**src/rtl/dss_pkg.sv**
```systemverilog
`timescale 1ns / 1ps
// ----------------------------------------------------------------------------
// dss_pkg: shared constants for the drum step sequencer
// Default geometry of the pattern and the fixed widths of the item fields.
// ----------------------------------------------------------------------------
package dss_pkg;

  // default geometry
  localparam int STEP_COUNT_DEF       = 32;
  localparam int INSTRUMENT_COUNT_DEF = 8;
  localparam int EDIT_STEPS_DEF       = 16;

  // front panel: step LEDs / buttons, and buttons usable for live hits
  localparam int LED_COUNT    = 16;
  localparam int LIVE_BUTTONS = 8;

  // field widths
  localparam int BUTTON_W   = 16;
  localparam int INST_SEL_W = 3;
  localparam int TRIG_W     = 8;
  localparam int LED_W      = 16;
  localparam int STEP_OUT_W = 5;

  // step position at or above which the second group LED lights
  localparam int SECOND_GROUP_STEP = 8;

endpackage

```
**src/rtl/dss_pattern_mem.sv**
```systemverilog
`timescale 1ns / 1ps
// ----------------------------------------------------------------------------
// dss_pattern_mem: pattern store
// One write port, one read port with registered read data. Per-entry valid
// flags, cleared by reset, make an entry that was never written read as zero.
// ----------------------------------------------------------------------------
module dss_pattern_mem #(
  parameter int DEPTH = 32,
  parameter int WIDTH = 8,
  parameter int AW    = $clog2(DEPTH)
) (
  input  logic             clk_i,
  input  logic             rst_ni,
  input  logic             rd_en_i,
  input  logic [AW-1:0]    rd_addr_i,
  output logic [WIDTH-1:0] rd_data_o,
  input  logic             wr_en_i,
  input  logic [AW-1:0]    wr_addr_i,
  input  logic [WIDTH-1:0] wr_data_i
);

  logic [WIDTH-1:0] mem [DEPTH];
  logic [DEPTH-1:0] valid_q;
  logic [WIDTH-1:0] rdata_q;
  logic             rvalid_q;

  // storage array
  always_ff @(posedge clk_i) begin
    if (wr_en_i) begin
      mem[wr_addr_i] <= wr_data_i;
    end
    if (rd_en_i) begin
      rdata_q <= mem[rd_addr_i];
    end
  end

  // valid flags and the flag of the entry being read
  always_ff @(posedge clk_i or negedge rst_ni) begin
    if (!rst_ni) begin
      valid_q  <= '0;
      rvalid_q <= 1'b0;
    end else begin
      if (wr_en_i) begin
        valid_q[wr_addr_i] <= 1'b1;
      end
      if (rd_en_i) begin
        rvalid_q <= valid_q[rd_addr_i];
      end
    end
  end

  assign rd_data_o = rvalid_q ? rdata_q : '0;

endmodule

```
**src/rtl/drum_step_sequencer.sv**
```systemverilog
`timescale 1ns / 1ps
// ----------------------------------------------------------------------------
// drum_step_sequencer: drum pattern step sequencer, one item per input poll
// Applies the edit action, tap/run/clock advance and the trigger flush to a
// pattern store held in a synchronous memory, and returns one result item.
//
//   channel | direction | handshake                 | payload
//   --------+-----------+---------------------------+--------------------------
//   in      | input     | in_valid_i / in_ready_o   | buttons, keys, run, clock
//   out     | output    | out_valid_o / out_ready_i | triggers, LEDs, step
//
// The sweep covers n entries (STEP_COUNT for a track clear, min(EDIT_STEPS,
// 16, STEP_COUNT) in edit mode, 0 otherwise) and reads and writes back one
// entry a cycle; a live record adds ST_LIVE_WR and a clocked gather adds
// ST_GATHER. Reset clears the store through its valid flags at once. A
// finished result waits in the output register without blocking the next
// item; a second one waits for out_ready_i.
// ----------------------------------------------------------------------------
module drum_step_sequencer #(
  parameter int STEP_COUNT       = dss_pkg::STEP_COUNT_DEF,
  parameter int INSTRUMENT_COUNT = dss_pkg::INSTRUMENT_COUNT_DEF,
  parameter int EDIT_STEPS       = dss_pkg::EDIT_STEPS_DEF
) (
  input  logic                           clk_i,
  input  logic                           rst_ni,
  input  logic                           in_valid_i,
  output logic                           in_ready_o,
  input  logic [dss_pkg::BUTTON_W-1:0]   button_rise_mask_i,
  input  logic                           write_mode_held_i,
  input  logic                           clear_held_i,
  input  logic [dss_pkg::INST_SEL_W-1:0] instrument_select_i,
  input  logic                           run_on_i,
  input  logic                           run_edge_i,
  input  logic                           tap_rise_i,
  input  logic                           clock_pulse_i,
  input  logic                           beat_gate_i,
  input  logic                           flush_window_i,
  output logic                           out_valid_o,
  input  logic                           out_ready_i,
  output logic                           trigger_valid_o,
  output logic [dss_pkg::TRIG_W-1:0]     trigger_mask_o,
  output logic [dss_pkg::LED_W-1:0]      led_frame_o,
  output logic [dss_pkg::STEP_OUT_W-1:0] current_step_o,
  output logic                           second_group_led_o
);

  import dss_pkg::*;

  localparam int AW = $clog2(STEP_COUNT);
  localparam int CW = $clog2(STEP_COUNT + 1);
  localparam int IW = INSTRUMENT_COUNT;

  // steps reachable by edit view and toggling
  localparam int VIEW_A = (EDIT_STEPS < LED_COUNT) ? EDIT_STEPS : LED_COUNT;
  localparam int VIEW_N = (VIEW_A < STEP_COUNT) ? VIEW_A : STEP_COUNT;
  // buttons that name an instrument
  localparam int LIVE_N = (LIVE_BUTTONS < IW) ? LIVE_BUTTONS : IW;

  // sequencer states
  localparam logic [2:0] ST_IDLE    = 3'd0;
  localparam logic [2:0] ST_SWEEP   = 3'd1;
  localparam logic [2:0] ST_LIVE_RD = 3'd2;
  localparam logic [2:0] ST_LIVE_WR = 3'd3;
  localparam logic [2:0] ST_ADV     = 3'd4;
  localparam logic [2:0] ST_GATHER  = 3'd5;
  localparam logic [2:0] ST_FIN     = 3'd6;

  function automatic logic [AW-1:0] step_next(input logic [AW-1:0] s);
    return (32'(s) == STEP_COUNT - 1) ? '0 : s + 1'b1;
  endfunction

  logic [2:0]            state_q, state_d;
  logic [CW-1:0]         cnt_q, cnt_d;
  logic [AW-1:0]         wr_idx_q, wr_idx_d;
  logic                  rd_pend_q, rd_pend_d;
  logic [LED_W-1:0]      led_q, led_d;

  // captured item
  logic [BUTTON_W-1:0]   btn_q;
  logic                  edit_q, clr_q, run_q, run_edge_q, tap_q, pulse_q, gate_q, flush_q;
  logic [INST_SEL_W-1:0] inst_q;

  // sequencer state
  logic [AW-1:0]         step_q, step_d;
  logic                  restart_q, restart_d;
  logic [IW-1:0]         gathered_q, gathered_d;
  logic                  pending_q, pending_d;

  // output register
  logic                  out_valid_q, out_valid_d;
  logic                  trig_valid_q, trig_valid_d;
  logic [TRIG_W-1:0]     trig_mask_q, trig_mask_d;
  logic [LED_W-1:0]      led_out_q, led_out_d;
  logic [AW-1:0]         step_out_q, step_out_d;
  logic                  out_load;

  // memory port
  logic                  mem_rd_en, mem_wr_en;
  logic [AW-1:0]         mem_rd_addr, mem_wr_addr;
  logic [IW-1:0]         mem_rd_data, mem_wr_data;

  // per-item derived values
  logic [IW-1:0]         inst_bit, live_bits, swept_data;
  logic [CW-1:0]         sweep_n;
  logic [AW-1:0]         target, adv_step;
  logic                  adv_restart, btn_hit;
  logic [LED_W-1:0]      led_view, led_step;

  logic in_accept;
  assign in_accept  = in_valid_i && in_ready_o;
  assign in_ready_o = (state_q == ST_IDLE);

  // selected instrument bit and live/clear button bits
  always_comb begin
    inst_bit  = (32'(inst_q) < IW) ? (IW'(1) << inst_q) : '0;
    live_bits = '0;
    for (int i = 0; i < IW; i++) begin
      if (i < LIVE_N) begin
        live_bits[i] = btn_q[i];
      end
    end
  end

  assign sweep_n = clr_q ? CW'(STEP_COUNT) : (edit_q ? CW'(VIEW_N) : '0);
  assign target  = (!run_q || gate_q) ? step_q : step_next(step_q);

  // button and edit view LED of the entry coming out of the memory
  always_comb begin
    btn_hit  = 1'b0;
    led_view = '0;
    for (int j = 0; j < LED_COUNT; j++) begin
      if (j < VIEW_N && 32'(wr_idx_q) == j) begin
        btn_hit     = btn_q[j];
        led_view[j] = edit_q && ((mem_rd_data & inst_bit) != '0);
      end
    end
  end

  assign swept_data = clr_q ? (mem_rd_data & ~live_bits)
                            : (btn_hit ? (mem_rd_data ^ inst_bit) : mem_rd_data);

  // tap, run edge and clocked advance
  always_comb begin
    adv_step    = step_q;
    adv_restart = restart_q;
    if (tap_q) begin
      adv_step = step_next(adv_step);
    end
    if (run_edge_q) begin
      adv_step    = '0;
      adv_restart = 1'b1;
    end
    if (pulse_q && run_q) begin
      if (adv_restart) begin
        adv_restart = 1'b0;
      end else begin
        adv_step = step_next(adv_step);
      end
    end
  end

  // current step LED on the gate
  always_comb begin
    led_step = '0;
    for (int j = 0; j < LED_COUNT; j++) begin
      if (gate_q && 32'(step_q) == j) begin
        led_step[j] = 1'b1;
      end
    end
  end

  assign out_load = !out_valid_q || out_ready_i;

  // sequencer
  always_comb begin
    state_d      = state_q;
    cnt_d        = cnt_q;
    wr_idx_d     = wr_idx_q;
    rd_pend_d    = 1'b0;
    led_d        = led_q;
    step_d       = step_q;
    restart_d    = restart_q;
    gathered_d   = gathered_q;
    pending_d    = pending_q;
    out_valid_d  = out_valid_q && !out_ready_i;
    trig_valid_d = trig_valid_q;
    trig_mask_d  = trig_mask_q;
    led_out_d    = led_out_q;
    step_out_d   = step_out_q;
    mem_rd_en    = 1'b0;
    mem_rd_addr  = '0;
    mem_wr_en    = 1'b0;
    mem_wr_addr  = wr_idx_q;
    mem_wr_data  = swept_data;

    case (state_q)
      ST_IDLE: begin
        if (in_accept) begin
          cnt_d   = '0;
          led_d   = '0;
          state_d = ST_SWEEP;
        end
      end
      // one entry read and the previous one written back each cycle
      ST_SWEEP: begin
        if (rd_pend_q) begin
          mem_wr_en = 1'b1;
          led_d     = led_q | led_view;
        end
        if (cnt_q < sweep_n) begin
          mem_rd_en   = 1'b1;
          mem_rd_addr = cnt_q[AW-1:0];
          wr_idx_d    = cnt_q[AW-1:0];
          rd_pend_d   = 1'b1;
          cnt_d       = cnt_q + 1'b1;
        end else begin
          state_d = ST_LIVE_RD;
        end
      end
      ST_LIVE_RD: begin
        if (!clr_q && !edit_q && live_bits != '0) begin
          mem_rd_en   = 1'b1;
          mem_rd_addr = target;
          state_d     = ST_LIVE_WR;
        end else begin
          state_d = ST_ADV;
        end
      end
      // live record into the target step
      ST_LIVE_WR: begin
        mem_wr_en   = 1'b1;
        mem_wr_addr = target;
        mem_wr_data = mem_rd_data | live_bits;
        gathered_d  = gathered_q | live_bits;
        pending_d   = 1'b1;
        state_d     = ST_ADV;
      end
      ST_ADV: begin
        step_d    = adv_step;
        restart_d = adv_restart;
        if (pulse_q && run_q) begin
          mem_rd_en   = 1'b1;
          mem_rd_addr = adv_step;
          state_d     = ST_GATHER;
        end else begin
          state_d = ST_FIN;
        end
      end
      ST_GATHER: begin
        gathered_d = gathered_q | mem_rd_data;
        pending_d  = 1'b1;
        state_d    = ST_FIN;
      end
      // flush and load the result once the output register is free
      ST_FIN: begin
        if (out_load) begin
          out_valid_d  = 1'b1;
          led_out_d    = led_q | led_step;
          step_out_d   = step_q;
          trig_valid_d = flush_q && pending_q;
          trig_mask_d  = '0;
          if (flush_q && pending_q) begin
            trig_mask_d = TRIG_W'(gathered_q);
            gathered_d  = '0;
            pending_d   = 1'b0;
          end
          state_d = ST_IDLE;
        end
      end
      default: begin
        state_d = ST_IDLE;
      end
    endcase
  end

  // control and sequencer state
  always_ff @(posedge clk_i or negedge rst_ni) begin
    if (!rst_ni) begin
      state_q     <= ST_IDLE;
      cnt_q       <= '0;
      rd_pend_q   <= 1'b0;
      step_q      <= '0;
      restart_q   <= 1'b0;
      gathered_q  <= '0;
      pending_q   <= 1'b0;
      out_valid_q <= 1'b0;
    end else begin
      state_q     <= state_d;
      cnt_q       <= cnt_d;
      rd_pend_q   <= rd_pend_d;
      step_q      <= step_d;
      restart_q   <= restart_d;
      gathered_q  <= gathered_d;
      pending_q   <= pending_d;
      out_valid_q <= out_valid_d;
    end
  end

  // payload registers
  always_ff @(posedge clk_i) begin
    if (in_accept) begin
      btn_q      <= button_rise_mask_i;
      edit_q     <= write_mode_held_i;
      clr_q      <= clear_held_i;
      inst_q     <= instrument_select_i;
      run_q      <= run_on_i;
      run_edge_q <= run_edge_i;
      tap_q      <= tap_rise_i;
      pulse_q    <= clock_pulse_i;
      gate_q     <= beat_gate_i;
      flush_q    <= flush_window_i;
    end
    wr_idx_q     <= wr_idx_d;
    led_q        <= led_d;
    trig_valid_q <= trig_valid_d;
    trig_mask_q  <= trig_mask_d;
    led_out_q    <= led_out_d;
    step_out_q   <= step_out_d;
  end

  dss_pattern_mem #(
    .DEPTH (STEP_COUNT),
    .WIDTH (IW),
    .AW    (AW)
  ) u_pattern_mem (
    .clk_i     (clk_i),
    .rst_ni    (rst_ni),
    .rd_en_i   (mem_rd_en),
    .rd_addr_i (mem_rd_addr),
    .rd_data_o (mem_rd_data),
    .wr_en_i   (mem_wr_en),
    .wr_addr_i (mem_wr_addr),
    .wr_data_i (mem_wr_data)
  );

  assign out_valid_o        = out_valid_q;
  assign trigger_valid_o    = trig_valid_q;
  assign trigger_mask_o     = trig_mask_q;
  assign led_frame_o        = led_out_q;
  assign current_step_o     = STEP_OUT_W'(step_out_q);
  assign second_group_led_o = (32'(step_out_q) >= SECOND_GROUP_STEP);

endmodule

```
**config.mk**
```make
export PLATFORM = sky130hd
export DESIGN_NAME = drum_step_sequencer
export DESIGN_NICKNAME = d
export VERILOG_FILES = /design/src/rtl/dss_pkg.sv /design/src/rtl/dss_pattern_mem.sv /design/src/rtl/drum_step_sequencer.sv
export SDC_FILE = /design/constraint.sdc
export NUM_CORES = 1
export LEC_CHECK = 0
export BUFFER_PORTS_ARGS = -buffer_cell sky130_fd_sc_hd__clkbuf_2
export CAP_MARGIN = 20
export CORE_MARGIN = 3
export CORE_UTILIZATION = 35
export DETAILED_ROUTE_END_ITERATION = 7
export MAX_ROUTING_LAYER = met4
export PLACE_DENSITY = 0.56
export SYNTH_ARGS = -nofsm -noshare
export SYNTH_HDL_FRONTEND = slang
export SYNTH_SLANG_ARGS = --single-unit
```
**constraint.sdc**
```tcl
create_clock -name clk_i -period 6 [get_ports clk_i]
set_input_delay 0.9 -clock clk_i [delete_from_list [all_inputs] [get_ports clk_i]]
set_output_delay 0.9 -clock clk_i [all_outputs]
set_load 0.01 [all_outputs]
```
==> results, run 1 <==
- Wires add up to 43300 um.
- Routability-driven placement finished with a final weighted congestion of 0.864.
- Per report_power, the clock group accounts for 33.6% of the total.
- The synthesized area per cell is 12.9 um^2.
- The average via count per standard cell is 5.25.
- Dividing the final minimum period by the clock period gives 84.0%.
- On the final layout, the worst clock skew is 0.0282 ns.
- In this run the power spent charging and discharging nets is 2260 uW.
- In this run, synthesis inferred 342 flip-flops with an integrated enable.
- The pre-CTS setup slack is 0.980 ns.
- The met3 wire length is 2580 um.
- The post-synthesis cell type with the largest combined area is sky130_fd_sc_hd__edfxtp_1.
- In the final design database the tool counted 1455 nets.
- For the worst setup path, the data arrival time is 5.36 ns.
- The number of remaining DRC errors is 0.
- The clock latency on the worst-skew pair is 0.57 ns.
- Entering global routing, the biggest net connects 60 pins.
- The most used flip-flop cell after synthesis is sky130_fd_sc_hd__edfxtp_1.
- The share of synthesized area occupied by flip-flops and latches is 67.9%.
- The critical path class is reg -> reg.
- From synthesis to final layout, the design area changed by 14.3%.
- The beginning of the worst register-to-register path is step_q[0].
- Counting flops with an async set or reset pin after synthesis yields a share of 14.7%.
- The average wire per cell in the routed design is 20.7 um.
- The beginning of the worst hold path is u_pattern_mem.valid_q[31].
- Fill cells in the final layout number 4583.
- Pin placement for this block handled 64 I/O pins.
- For the pin with the worst max-slew slack, the measured transition is 1.27 ns.
- The number of global-route vias before repair is 10800.
- The initial antenna violation count came to 0.
- The number of resized instances in the post-cts repair step is 0.
- STA classifies the critical path startpoint as a flip-flop.
- The first global-routing pass estimated 66600 um of wire.
- Of all nets on the critical path, the largest fanout is 44.
- The share of the core filled with cells is 41.0%.
- Once detail routing completed, the nets flagged for antenna violations numbered 0.
- The first-iteration detailed-routing DRC count is 1039.
- For this run, the top clock speed supported by timing is 0.198 GHz.
- The ratio of total power to cell area is 393 nW/um^2.
- Setup repair after global routing left no endpoint under its margin.
- The share of power burned in combinational logic is 18.6%.
- The count of port buffers added during placement is 63.
- The top cell type's share of synthesized area is 59.4%.
- The critical-path cell with the highest stage delay is sky130_fd_sc_hd__and2_4.
- The max-slew violation total from the final report is 0.
- The internal power is 5510 uW.
- The number of max-capacitance violations reported is 0.
- In this run, CTS created clock tree buffers numbering 44.
- The final worst slack is 0.959 ns.
- The floorplan step defined a core boundary enclosing 48200 um^2.
- Synthesis produced 1345 cells.
- The share of total power dissipated in sequential elements is 47.8%.
- The width of the chip is 228 um.
- The count of hold buffers inserted by post-cts repair is 0.
- The effective utilization at floorplan is 35.8%.
- Yosys attributes the largest share of cell area to sky130_fd_sc_hd__edfxtp_1 59%, sky130_fd_sc_hd__dfrtp_1 8.5%, sky130_fd_sc_hd__nand2_1 5.3%.
- Yosys printed 0 warnings.
- The vias after detailed routing is 11000.
- The clock tree from TritonCTS is built.
- The worst setup path is captured at a flip-flop.
- Once the clock tree was built, the setup fixing pass inserted 0 buffers.
- The proportion of layout cells with a drive suffix above 1 is 15.6%.
- When the netlist entered floorplanning its net count stood at 1394.
- The detailed router used layers up to and including met4.
- The critical path starts at step_q[0].
- The initialized floorplan defines 80 standard-cell rows.
- The first detailed-routing pass ran for 6 iterations.
- The clock root buffer is sky130_fd_sc_hd__clkbuf_16.
- The die is 228 um tall.
- The clock edge transition at the registers on the reported setup and hold paths is 0.06 ns.
- For this design, the sink count on the clock tree is 401.
- The number of distinct library cell variants in the gate-level netlist after synthesis is 66.
- By instance count, the cell type seen most on the critical path is sky130_fd_sc_hd__ha_1.
- The worst slack on hold paths is 0.466 ns.
- For the final routed database, the setup TNS stands at 0 ns.
- The overall overflow remaining after global route is 0.
- The number of H-tree levels is 2.
- The leakage power summed over all cells is 0.00770 uW.
- Data on the critical path is required at its endpoint by 6.32 ns.
- The count of inserted antenna diode cells is 0.
- Setup violations remaining at the end of the flow were counted as 0.
- The minimum clock period is 5.04 ns.
- The signal on the critical path passes through ha_1 -> and3_1 -> ha_1 -> nor3b_1 -> nor2_1 -> nor2_1 -> ha_1 -> and3_1 -> ha_1 -> nor4_1 -> o21ai_0 -> and2_4 -> buf_4 -> mux2i_1 -> mux2i_1 -> mux2i_1 -> mux2_2 -> o2bb2ai_1.
- In this run, synthesis produced a sequential element count of 401.
- Across the VDD grid, the largest voltage drop is 0.195 mV.
- The area of the mapped netlist is 17300 um^2.
- The net switching share of the total power is 29.1%.
- The total routing usage reported by global routing is 17.0%.
- The type of the most critical hold path is reg -> reg.
- The area enclosed by the die boundary is 52100 um^2.
- Headroom to the max-slew limit came out at 15.4%.
- The number of failing hold endpoints at the final stage was 0.
- The run finished with clean final reports.
- The wire-length estimate of the detail-placed layout is 27400 um.
- The biggest cell delay along the critical path is 0.72 ns.
- Wire segments on met2 add up to 20000 um in the final route.
- The detailed router put a total of 19600 um of wire on met1.
- The number of buffers on the longest clock path is 3.
-- stage by stage --
step           instance area (um^2)  instances  power [uW]
6_report                      19800       2096        7760
5_1_grt                       19800       2096        8110
4_1_cts                       19800       2096        7830
3_5_place_dp                  18400       2016        5210
3_3_place_gp                  18400       2016        5190
2_1_floorplan                 17300       1345        4640
-- cell type report --
class | count | area (um^2) | share of cell area (%)
clock buffer | 66 | 1280 | 6.49
inverter | 14 | 52.6 | 0.266
multi-input combinational | 854 | 5180 | 26.2
sequential | 401 | 11700 | 59.4
timing repair buffer | 91 | 576 | 2.91
tap | 656 | 821 | 4.15
clock inverter | 14 | 111 | 0.563
-- sequential cells by signal, summed over array words and instances, names as in the netlist, 3 cells and up --
register               count
u_pattern_mem.valid_q     32
led_q                     16
led_frame_o               16
step_q                     5
current_step_o             5
btn_q                     16
gathered_q                 8
trigger_mask_o             8
cnt_q                      6
inst_q                     3
state_q                    3
u_pattern_mem.rdata_q      8
wr_idx_q                   5
u_pattern_mem.mem        256
-- final timing paths --
path                       depth (start not counted)  slack (ns)                   endpoint
setup / recovery                                  18        0.96   u_pattern_mem.rdata_q[6]
hold / removal                                     1        0.47  u_pattern_mem.valid_q[31]
setup reg to reg                                  18        0.96   u_pattern_mem.rdata_q[6]
hold reg to reg                                    1        0.47  u_pattern_mem.valid_q[31]
max in group asynchronous                          2        4.81  u_pattern_mem.valid_q[28]
min in group asynchronous                          2        0.54                out_valid_o
-- worst max-delay path: cells and delay by family (launching register included) --
kind                       cells  cell delay [ns]
and+or+nand+nor                7             1.83
AOI/OAI and AO/OA              2             0.38
buffers and inverters          1             0.39
muxes                          4             0.68
adders and majority gates      4             0.98
DFF                            1             0.46
-- power groups by stage --
stage	sequential (uW)	clock (uW)	combinational (uW)
2_1_floorplan	3710	0	935
3_3_place_gp	3760	0	1430
3_5_place_dp	3760	0	1450
4_1_cts	3710	2660	1450
5_1_grt	3750	2770	1590
6_report	3710	2610	1440
-- synthesized netlist by cell type (23+ instances only) --
library cell,n
sky130_fd_sc_hd__a311oi_1,24
sky130_fd_sc_hd__nand3_1,60
sky130_fd_sc_hd__clkbuf_1,39
sky130_fd_sc_hd__buf_2,23
sky130_fd_sc_hd__a21oi_1,35
sky130_fd_sc_hd__dfrtp_1,59
sky130_fd_sc_hd__nand2_1,242
sky130_fd_sc_hd__mux2i_1,74
sky130_fd_sc_hd__edfxtp_1,342
sky130_fd_sc_hd__nor2_1,90
sky130_fd_sc_hd__or2_2,35
sky130_fd_sc_hd__and3_1,43
sky130_fd_sc_hd__o21ai_0,41
-- kinds of logic after synthesis --
logic type               share of synthesized area, %
AO/OA/AOI/OAI                                    8.39
XOR/XNOR                                        0.203
adder cells (fa/ha/maj)                          1.30
buffers and inverters                            2.47
flip-flops                                       67.9
multiplexers                                     4.87
AND/OR/NAND/NOR                                  14.8
-- cells in the final DEF, fill, tap and decap left out, drive strengths merged, types with 9 or more instances in the layout --
cell type and instances:
a21oi 35, a221oi 19, a22oi 12, a311oi 24
a31oi 14, and2 16, and3 43, buf 29
clkbuf 128, clkinv 10, dfrtp 59, edfxtp 342
ha 18, inv 15, mux2 9, mux2i 74
nand2 243, nand2b 10, nand3 60, nor2 90
nor3b 10, o21ai 41, o21bai 13, or2 35
-- per-layer routing --
layer | vias to the layer above | GRT usage [%]
met5 | - | -
met2 | 349 | 26.2
met3 | 64 | 3.01
met4 | 0 | 4.48
met1 | 5476 | 23.3
li1 | 5114 | -
(Power assumes the default switching activity.)
==> inputs of run 2 (changes only) <==
Settings changed: ABC_AREA from default to 1.
Clock period 6 ns to 4.95 ns, I/O delays scaled along.
==> run 2 against run 1 <==
Utilization decreased by 0.29 points. Synthesized cell count increased by 18%. Synthesized area increased by 1.5%. Worst setup slack got worse by 0.28 ns. Wire length increased by 4.8%.
==> results, run 2 <==
- The min-delay analysis places its worst path in the category in -> async.
- The number of core rows is 81.
- The endpoint type of the worst setup path is a flip-flop.
- After detailed routing, the number of remaining DRC violations is 0.
- The most used flip-flop cell after synthesis is sky130_fd_sc_hd__edfxtp_1.
- The area enclosed by the die boundary is 52900 um^2.
- Counting flops with an async set or reset pin after synthesis yields a share of 14.7%.
- 64 I/O pins were placed.
- The count of port buffers added during placement is 63.
- The number of H-tree levels is 2.
- Setup repair after global routing left no endpoint under its margin.
- The net count of the finished layout is 1714.
- The proportion of layout cells with a drive suffix above 1 is 12.9%.
- More flip-flops sit in one register than any other, and that register is u_pattern_mem.mem.
- The number of cells in the design after placement is 2284.
- When the netlist entered floorplanning its net count stood at 1637.
- The clock root buffer is sky130_fd_sc_hd__clkbuf_16.
- The total routing usage reported by global routing is 17.7%.
- Entering global routing, the biggest net connects 94 pins.
- In the final timing run, aggregate negative setup slack is 0 ns.
- The peak supply drop is 0.247 mV.
- In this run the static leakage power is 0.00755 uW.
- The library cell with the highest instance count after synthesis is sky130_fd_sc_hd__edfxtp_1.
- Overall power consumption after layout is estimated at 10500 uW.
- Yosys mapped a number of flops with a built-in enable equal to 342.
- Across the routed clock network, the largest skew measured is 0.0227 ns.
- Yosys attributes the largest share of cell area to sky130_fd_sc_hd__edfxtp_1 59%, sky130_fd_sc_hd__dfrtp_1 8.4%, sky130_fd_sc_hd__o21ai_0 4.7%.
- At the worst endpoint, the required time is 5.28 ns.
- The width of the chip is 230 um.
- The synthesized area per cell is 11.0 um^2.
- The worst reg-to-reg path cell count is 23.
- Headroom to the max-slew limit came out at 28.7%.
- The setup slack of the worst register-to-register path is 0.68 ns.
- The CTS sink count is 401.
- On the worst path, the slowest cell contributes a delay of 0.59 ns.
- The minimum clock period is 4.27 ns.
- The synthesized netlist cell count is 1588.
- The most common cell after layout, fill and taps aside is sky130_fd_sc_hd__edfxtp_1.
- The beginning of the worst register-to-register path is step_q[0].
- Summed over all instances, the cell type with the most area after synthesis is sky130_fd_sc_hd__edfxtp_1.
- The half-perimeter wire length of the detailed placement result is 28900 um.
- The number of failing hold endpoints at the final stage was 0.
- TritonCTS built the clock tree.
- In this run the cell area measured after placement is 18700 um^2.
- The core area is 49300 um^2.
- The synthesized flop and latch total is 401.
- In the final layout, the registers with the most flip-flops are u_pattern_mem.mem: 256 flops, u_pattern_mem.valid_q: 32 flops.
- The top cell type's share of synthesized area is 58.5%.
- For this run the aggregate overflow at the end of global routing stands at 0.
- The initial antenna violation count is 0.
- The endpoint arrival time on the critical path is 4.60 ns.
- Clock latency on the worst-skew pair, taken at its later pin, is 0.57 ns.
- The vias after detailed routing is 12000.
- The first routing iteration left 1156 violations.
- For this configuration, the core starts out at a cell density of 35.6%.
- The count of hold buffers inserted by post-cts repair is 0.
- The critical-path cell with the highest stage delay is sky130_fd_sc_hd__clkinv_1.
- The register with the most flip-flops in the layout has 256 of them.
- The total setup violations reported at the end of the flow is 0.
- The total of warnings raised by yosys is 0.
- Once layout is complete, the cells apart from fillers number 2360.
- The worst setup path is launched from a flip-flop.
- TritonCTS created 43 clock buffers.
- After clock tree synthesis, the repair step resized 0 gates.
- The max-slew violation total from the final report was 0.
- The post-synthesis to final-layout area growth is 14.2%.
- The count of nets left with antenna violations once routing finished came out at 0.
- The ratio of total power to cell area is 526 nW/um^2.
- The number of global-route vias before repair is 11700.
- The average wire per cell in the routed design is 19.2 um.
- The number of buffers on the longest clock path is 3.
- The area of the mapped netlist is 17500 um^2.
- Derived from the worst setup path, the maximum achievable clock frequency is 0.234 GHz.
- The flow ran to the end, and the final reports show no timing, DRC or antenna violations.
- Counting instances in the post-synthesis netlist gives the leading cell types as 342 x sky130_fd_sc_hd__edfxtp_1, 212 x sky130_fd_sc_hd__nand2_1, 210 x sky130_fd_sc_hd__nor2_1, 165 x sky130_fd_sc_hd__o21ai_0, 157 x sky130_fd_sc_hd__inv_1.
- The library cells used most frequently in the layout, excluding fill and tap cells, are 342 x sky130_fd_sc_hd__edfxtp_1, 212 x sky130_fd_sc_hd__nand2_1, 208 x sky130_fd_sc_hd__nor2_1, 164 x sky130_fd_sc_hd__o21ai_0, 157 x sky130_fd_sc_hd__inv_1.
- The number of max-capacitance violations reported is 0.
- The final estimated routing congestion in global placement is 0.855.
- The die height is 230 um.
- For this block, the routed nets add up to 45400 um of wire.
- The repair_antennas step left the layout with diodes totalling 0.
- The number of distinct library cell variants in the gate-level netlist after synthesis is 41.
- The clock edge transition at the registers on the reported setup and hold paths is 0.06 ns.
- The number of detailed-route iterations in the first pass is 5.
- Traced cell by cell, the critical path runs through ha_1 -> nand2_1 -> nor2_1 -> ha_1 -> inv_1 -> nand2_1 -> nand2_1 -> nand3_1 -> inv_1 -> ha_1 -> inv_1 -> nor3_1 -> ha_1 -> a21oi_1 -> nand2_1 -> nor2_1 -> nor2_1 -> buf_4 -> clkinv_1 -> nand3_1 -> nand2_1 -> nand2_1 -> nand2_1.
- The worst register-to-register path ends at u_pattern_mem.rdata_q[7].
- In this run the worst path has a maximum fanout of 20.
- The final critical-path share of the clock period is 86.3%.
- The share of synthesized area occupied by flip-flops and latches is 66.9%.
- The critical path class is reg -> reg.
- Buffers added to address setup during post-CTS repair amount to 0.
- The first global-routing pass estimated 71000 um of wire.
- The post-route cell area is 20000 um^2.
- In this design, the critical path's most frequently occurring cell is sky130_fd_sc_hd__nand2_1.
- At the pin with the least slew margin, the transition time is 1.07 ns.
- The average via count per standard cell is 5.09.
-- run 2: changes by cell type after synthesis, moves of 17 or more --
cell | before | now
sky130_fd_sc_hd__nand3_1 | 60 | 86
sky130_fd_sc_hd__nand2_1 | 242 | 212
sky130_fd_sc_hd__o21ai_1 | 0 | 17
sky130_fd_sc_hd__and3_1 | 43 | 0
sky130_fd_sc_hd__or2_2 | 35 | 18
sky130_fd_sc_hd__a221oi_1 | 18 | 0
sky130_fd_sc_hd__inv_1 | 14 | 157
sky130_fd_sc_hd__nor2_1 | 90 | 210
sky130_fd_sc_hd__o21ai_0 | 41 | 165
sky130_fd_sc_hd__o211ai_1 | 1 | 76
sky130_fd_sc_hd__nor3_1 | 7 | 25
sky130_fd_sc_hd__mux2i_1 | 74 | 1
sky130_fd_sc_hd__a311oi_1 | 24 | 0
-- run 2: logic make-up after synthesis --
group	Yosys count	share of synthesized area (%)
and+or+nand+nor	600	14.8
DFF	401	66.9
AOI/OAI and AO/OA	331	11.3
buffers and inverters	236	5.57
adders and majority gates	18	1.28
xor gates and xnor gates	1	0.0499
muxes	1	0.0570
-- run 2: area by class of cell --
class	instances	area, um^2
fill	4752	29200
sequential	401	11700
multi-input combinational	951	4870
clock buffer	62	1210
tap	664	831
timing repair buffer	100	643
inverter	168	634
clock inverter	14	109
-- run 2: worst max-delay path: cells and delay by family (launching register included) --
kind | cells | cell delay [ns]
AOI/OAI and AO/OA | 1 | 0.08
adders and majority gates | 4 | 0.87
buffers and inverters | 5 | 1.12
DFF | 1 | 0.45
and+or+nand+nor | 13 | 1.48
-- run 2: layer usage --
layer  share of wire [%]  wire (um)  track usage [%]
met1                  46      20900             24.5
met2                  46      21100             27.5
met3                 5.7       2600             2.95
met4                 1.9        858             4.25
met5                   0          0                -
-- run 2: report_power, final --
| part | internal [uW] | total [uW] | switching (uW) | leakage, uW |
|---|---|---|---|---|
| logic | 738 | 2830 | 2100 | 0.00299 |
| clock network | 1750 | 3040 | 1290 | 0.000650 |
| registers | 4460 | 4670 | 211 | 0.00391 |
-- run 2: how the worst max path moves through the flow --
stage | from | to | slack (ns) | depth (start not counted)
final | step_q[0] | u_pattern_mem.rdata_q[7] | 0.68 | 23
after global routing | step_q[0] | u_pattern_mem.rdata_q[4] | 0.28 | 27
after CTS | step_q[0] | u_pattern_mem.rdata_q[2] | 0.72 | 26
after detailed placement | step_q[0] | u_pattern_mem.rdata_q[2] | 0.74 | 26
after global placement | step_q[0] | u_pattern_mem.rdata_q[2] | 0.88 | 26
after floorplan | step_q[0] | u_pattern_mem.rdata_q[6] | 1.54 | 27
-- run 2: per-stage QoR --
stage	hold slack, ns	setup slack, ns	util [%]
5_1_grt	0.331	0.280	40.7
6_report	0.350	0.678	40.7
3_5_place_dp	0.447	0.742	38.0
2_1_floorplan	0.424	1.54	-
3_3_place_gp	0.436	0.884	38.0
4_1_cts	0.325	0.722	40.7
==> inputs of run 3 (changes only) <==
Settings changed: BUFFER_PORTS_ARGS -buffer_cell sky130_fd_sc_hd__clkbuf_2 to -buffer_cell sky130_fd_sc_hd__buf_4, CTS_BUF_LIST from default to sky130_fd_sc_hd__clkbuf_8 sky130_fd_sc_hd__clkbuf_16.
Clock period 4.95 ns to 5.05 ns, I/O delays scaled along.
==> run 3 against run 2 <==
Worst setup slack got worse by 0.18 ns. Die area is the same. Clock skew down 0.0086 ns. Utilization grew 0.43 points. Count of clock-buffer cells in the layout is 17 lower. Global-route usage fell by 0.13 points. Clock power up 2%. Register-to-register slack worse by 0.18 ns. Sequential power down 2%. Wire length shrank 0.25%. Final area up 1.1%.
==> results, run 3 (synthesized netlist as in run 2, its figures left out) <==
- The run finished with clean final reports.
- The critical path in this run is classified as reg -> reg.
- The data required time at the worst endpoint is 5.37 ns.
- The first TritonRoute pass finished after 6 iterations.
- The relative max-transition margin is 34.2%.
- The peak supply drop is 0.232 mV.
- In this run the cell area measured after placement is 18900 um^2.
- The highest net fanout along the worst path is 25.
- In this run the post-CTS setup repair buffer count came out at 0.
- The initial utilization of the core area, before any placement, comes to 35.6%.
- The most repeated library cell on the critical path is sky130_fd_sc_hd__nand2_1.
- The final-layout setup total negative slack is 0 ns.
- The ratio of total power to cell area is 514 nW/um^2.
- The final wirelength is 45300 um.
- The vias after detailed routing is 12000.
- The number of top-level design ports is 64.
- In this run the static leakage power is 0.00764 uW.
- The fmax is 0.220 GHz.
- The biggest cell delay along the critical path is 0.47 ns.
- Dividing the detail-routed wire length by the instance count gives 19.2 um.
- On the critical path, the stage with the largest delay is an instance of sky130_fd_sc_hd__dfrtp_1.
- In the layout the commonest cells are 342 x sky130_fd_sc_hd__edfxtp_1, 212 x sky130_fd_sc_hd__nand2_1, 208 x sky130_fd_sc_hd__nor2_1, 168 x sky130_fd_sc_hd__inv_1, 164 x sky130_fd_sc_hd__o21ai_0.
- The number of global-route vias before repair is 11800.
- Final hold analysis gives a worst-case slack of 0.278 ns.
- The number of H-tree levels is 2.
- The minimum clock period is 4.55 ns.
- The flip-flop count of the largest register after layout is 256.
- Entering global routing, the biggest net connects 94 pins.
- Counting both buffers and inverters, the worst setup path holds a total of 6.
- The number of hold buffers added after CTS was 0.
- The number of resized instances in the post-cts repair step is 0.
- Detailed placement ended at an HPWL of 28900 um.
- The first global-routing pass estimated 70400 um of wire.
- The number of nets in the layout is 1712.
- Dividing the final minimum period by the clock period gives 90.1%.
- The overall overflow remaining after global route is 0.
- The count of inserted antenna diode cells is 0.
- From synthesis to final layout, the design area changed by 15.4%.
- The final estimated routing congestion in global placement is 0.837.
- The measured slew at the worst slew-check pin is 0.984 ns.
- In the final layout, the registers with the most flip-flops are u_pattern_mem.mem: 256 flops, u_pattern_mem.valid_q: 32 flops.
- The cell family contributing the most delay on the critical path is simple AND/OR/NAND/NOR gates.
- After the first detailed-routing iteration, the DRC count stood at 1125.
- The die height is 230 um.
- For the worst-skew pair, the clock arrives at the later sink with an insertion delay of 0.57 ns.
- The floorplan step defined a die boundary enclosing 52900 um^2.
- The total clock buffers created by CTS is 44.
- The library cell used most frequently in the layout, excluding fill and tap cells, is sky130_fd_sc_hd__edfxtp_1.
- The clock passes through at most 3 buffers.
- The number of antenna-violating nets in the routed design is 0.
- For this run, design rule violations remaining after detail routing come to 0.
- The clock root buffer is sky130_fd_sc_hd__clkbuf_16.
- The CTS sink count is 401.
- The width of the chip is 230 um.
- The critical path launch point type is a flip-flop.
- The total setup violations reported at the end of the flow is 0.
- Setup repair after global routing left no endpoint under its margin.
- Across the run, the number of max-cap violations was 0.
- In this run the worst hold path is classified as in -> async.
- The initial antenna violation count is 0.
- The core region is 49300 um^2.
- After clock tree synthesis, the clock-pin slew on the worst setup and hold paths is 0.07 ns.
- The largest clock skew in the final design is 0.0141 ns.
- Global routing consumed, over all layers together, 17.6% of the routing resources.
- The post-route cell area is 20300 um^2.
- The number of core rows is 81.
- In the routed layout, each cell is associated on average with a via count of 5.09.
- Ranked by flip-flop count, first place goes to u_pattern_mem.mem.
- At the worst endpoint, the arrival time is 4.87 ns.
- The count of port buffers added during placement is 63.
- The clock tree from TritonCTS is built.
- STA classifies the critical path endpoint as a flip-flop.
- The number of failing hold endpoints at the final stage is 0.
- The proportion of layout cells with a drive suffix above 1 is 12.9%.
- The max-slew violation total from the final report came to 0.
-- run 3: cell types whose count changed in the layout (fill, tap and decap cells not counted) --
cell	before	now
sky130_fd_sc_hd__clkbuf_1	13	0
sky130_fd_sc_hd__inv_16	1	0
sky130_fd_sc_hd__clkinvlp_4	0	3
sky130_fd_sc_hd__clkinv_4	0	4
sky130_fd_sc_hd__inv_1	157	168
sky130_fd_sc_hd__inv_6	1	2
sky130_fd_sc_hd__clkinv_2	8	7
sky130_fd_sc_hd__clkinv_1	7	11
sky130_fd_sc_hd__clkbuf_8	6	0
sky130_fd_sc_hd__clkbuf_16	43	45
sky130_fd_sc_hd__buf_2	1	0
sky130_fd_sc_hd__bufinv_16	1	3
sky130_fd_sc_hd__clkbuf_2	62	0
sky130_fd_sc_hd__buf_4	33	93
-- run 3: path summary, 6_finish.rpt --
| path | start | end | slack [ns] | cells after the start |
|---|---|---|---|---|
| min | rst_ni | step_q[1] | 0.28 | 1 |
| max | step_q[0] | u_pattern_mem.rdata_q[7] | 0.50 | 26 |
| max reg2reg | step_q[0] | u_pattern_mem.rdata_q[7] | 0.50 | 26 |
| max in group asynchronous | rst_ni | u_pattern_mem.valid_q[4] | 4.19 | 1 |
| min in group clk_i | button_rise_mask_i[14] | btn_q[14] | 0.37 | 1 |
| min reg2reg | u_pattern_mem.valid_q[24] | u_pattern_mem.valid_q[24] | 0.46 | 2 |
-- run 3: final cells by class --
| cell class | count | area, um^2 |
|---|---|---|
| fill | 4712 | 29000 |
| timing repair buffer | 97 | 778 |
| multi-input combinational | 951 | 4870 |
| clock inverter | 37 | 267 |
| clock buffer | 45 | 1130 |
| sequential | 401 | 11700 |
| tap | 664 | 831 |
| inverter | 168 | 634 |
-- run 3: report_power, final --
| part | total, uW | internal, uW | switching (uW) |
|---|---|---|---|
| logic | 2760 | 754 | 2010 |
| clock network | 3090 | 1780 | 1310 |
| registers | 4570 | 4370 | 203 |
-- run 3: metrics by stage --
step           std cells  setup slack, ns  utilization (%)  total power [uW]
3_3_place_gp        2280            0.673             38.3              7380
6_report            2363            0.502             41.1             10400
5_1_grt             2363          0.00400             41.1             11000
3_5_place_dp        2280            0.534             38.3              7410
2_1_floorplan       1588             1.64                -              6310
4_1_cts             2362            0.516             41.1             10500
-- run 3: per-layer routing --
metal | track usage (%) | share of wire, %
met2 | 27.5 | 47
met5 | - | 0
met3 | 2.96 | 5.9
met1 | 23.5 | 45
met4 | 5.63 | 2.5
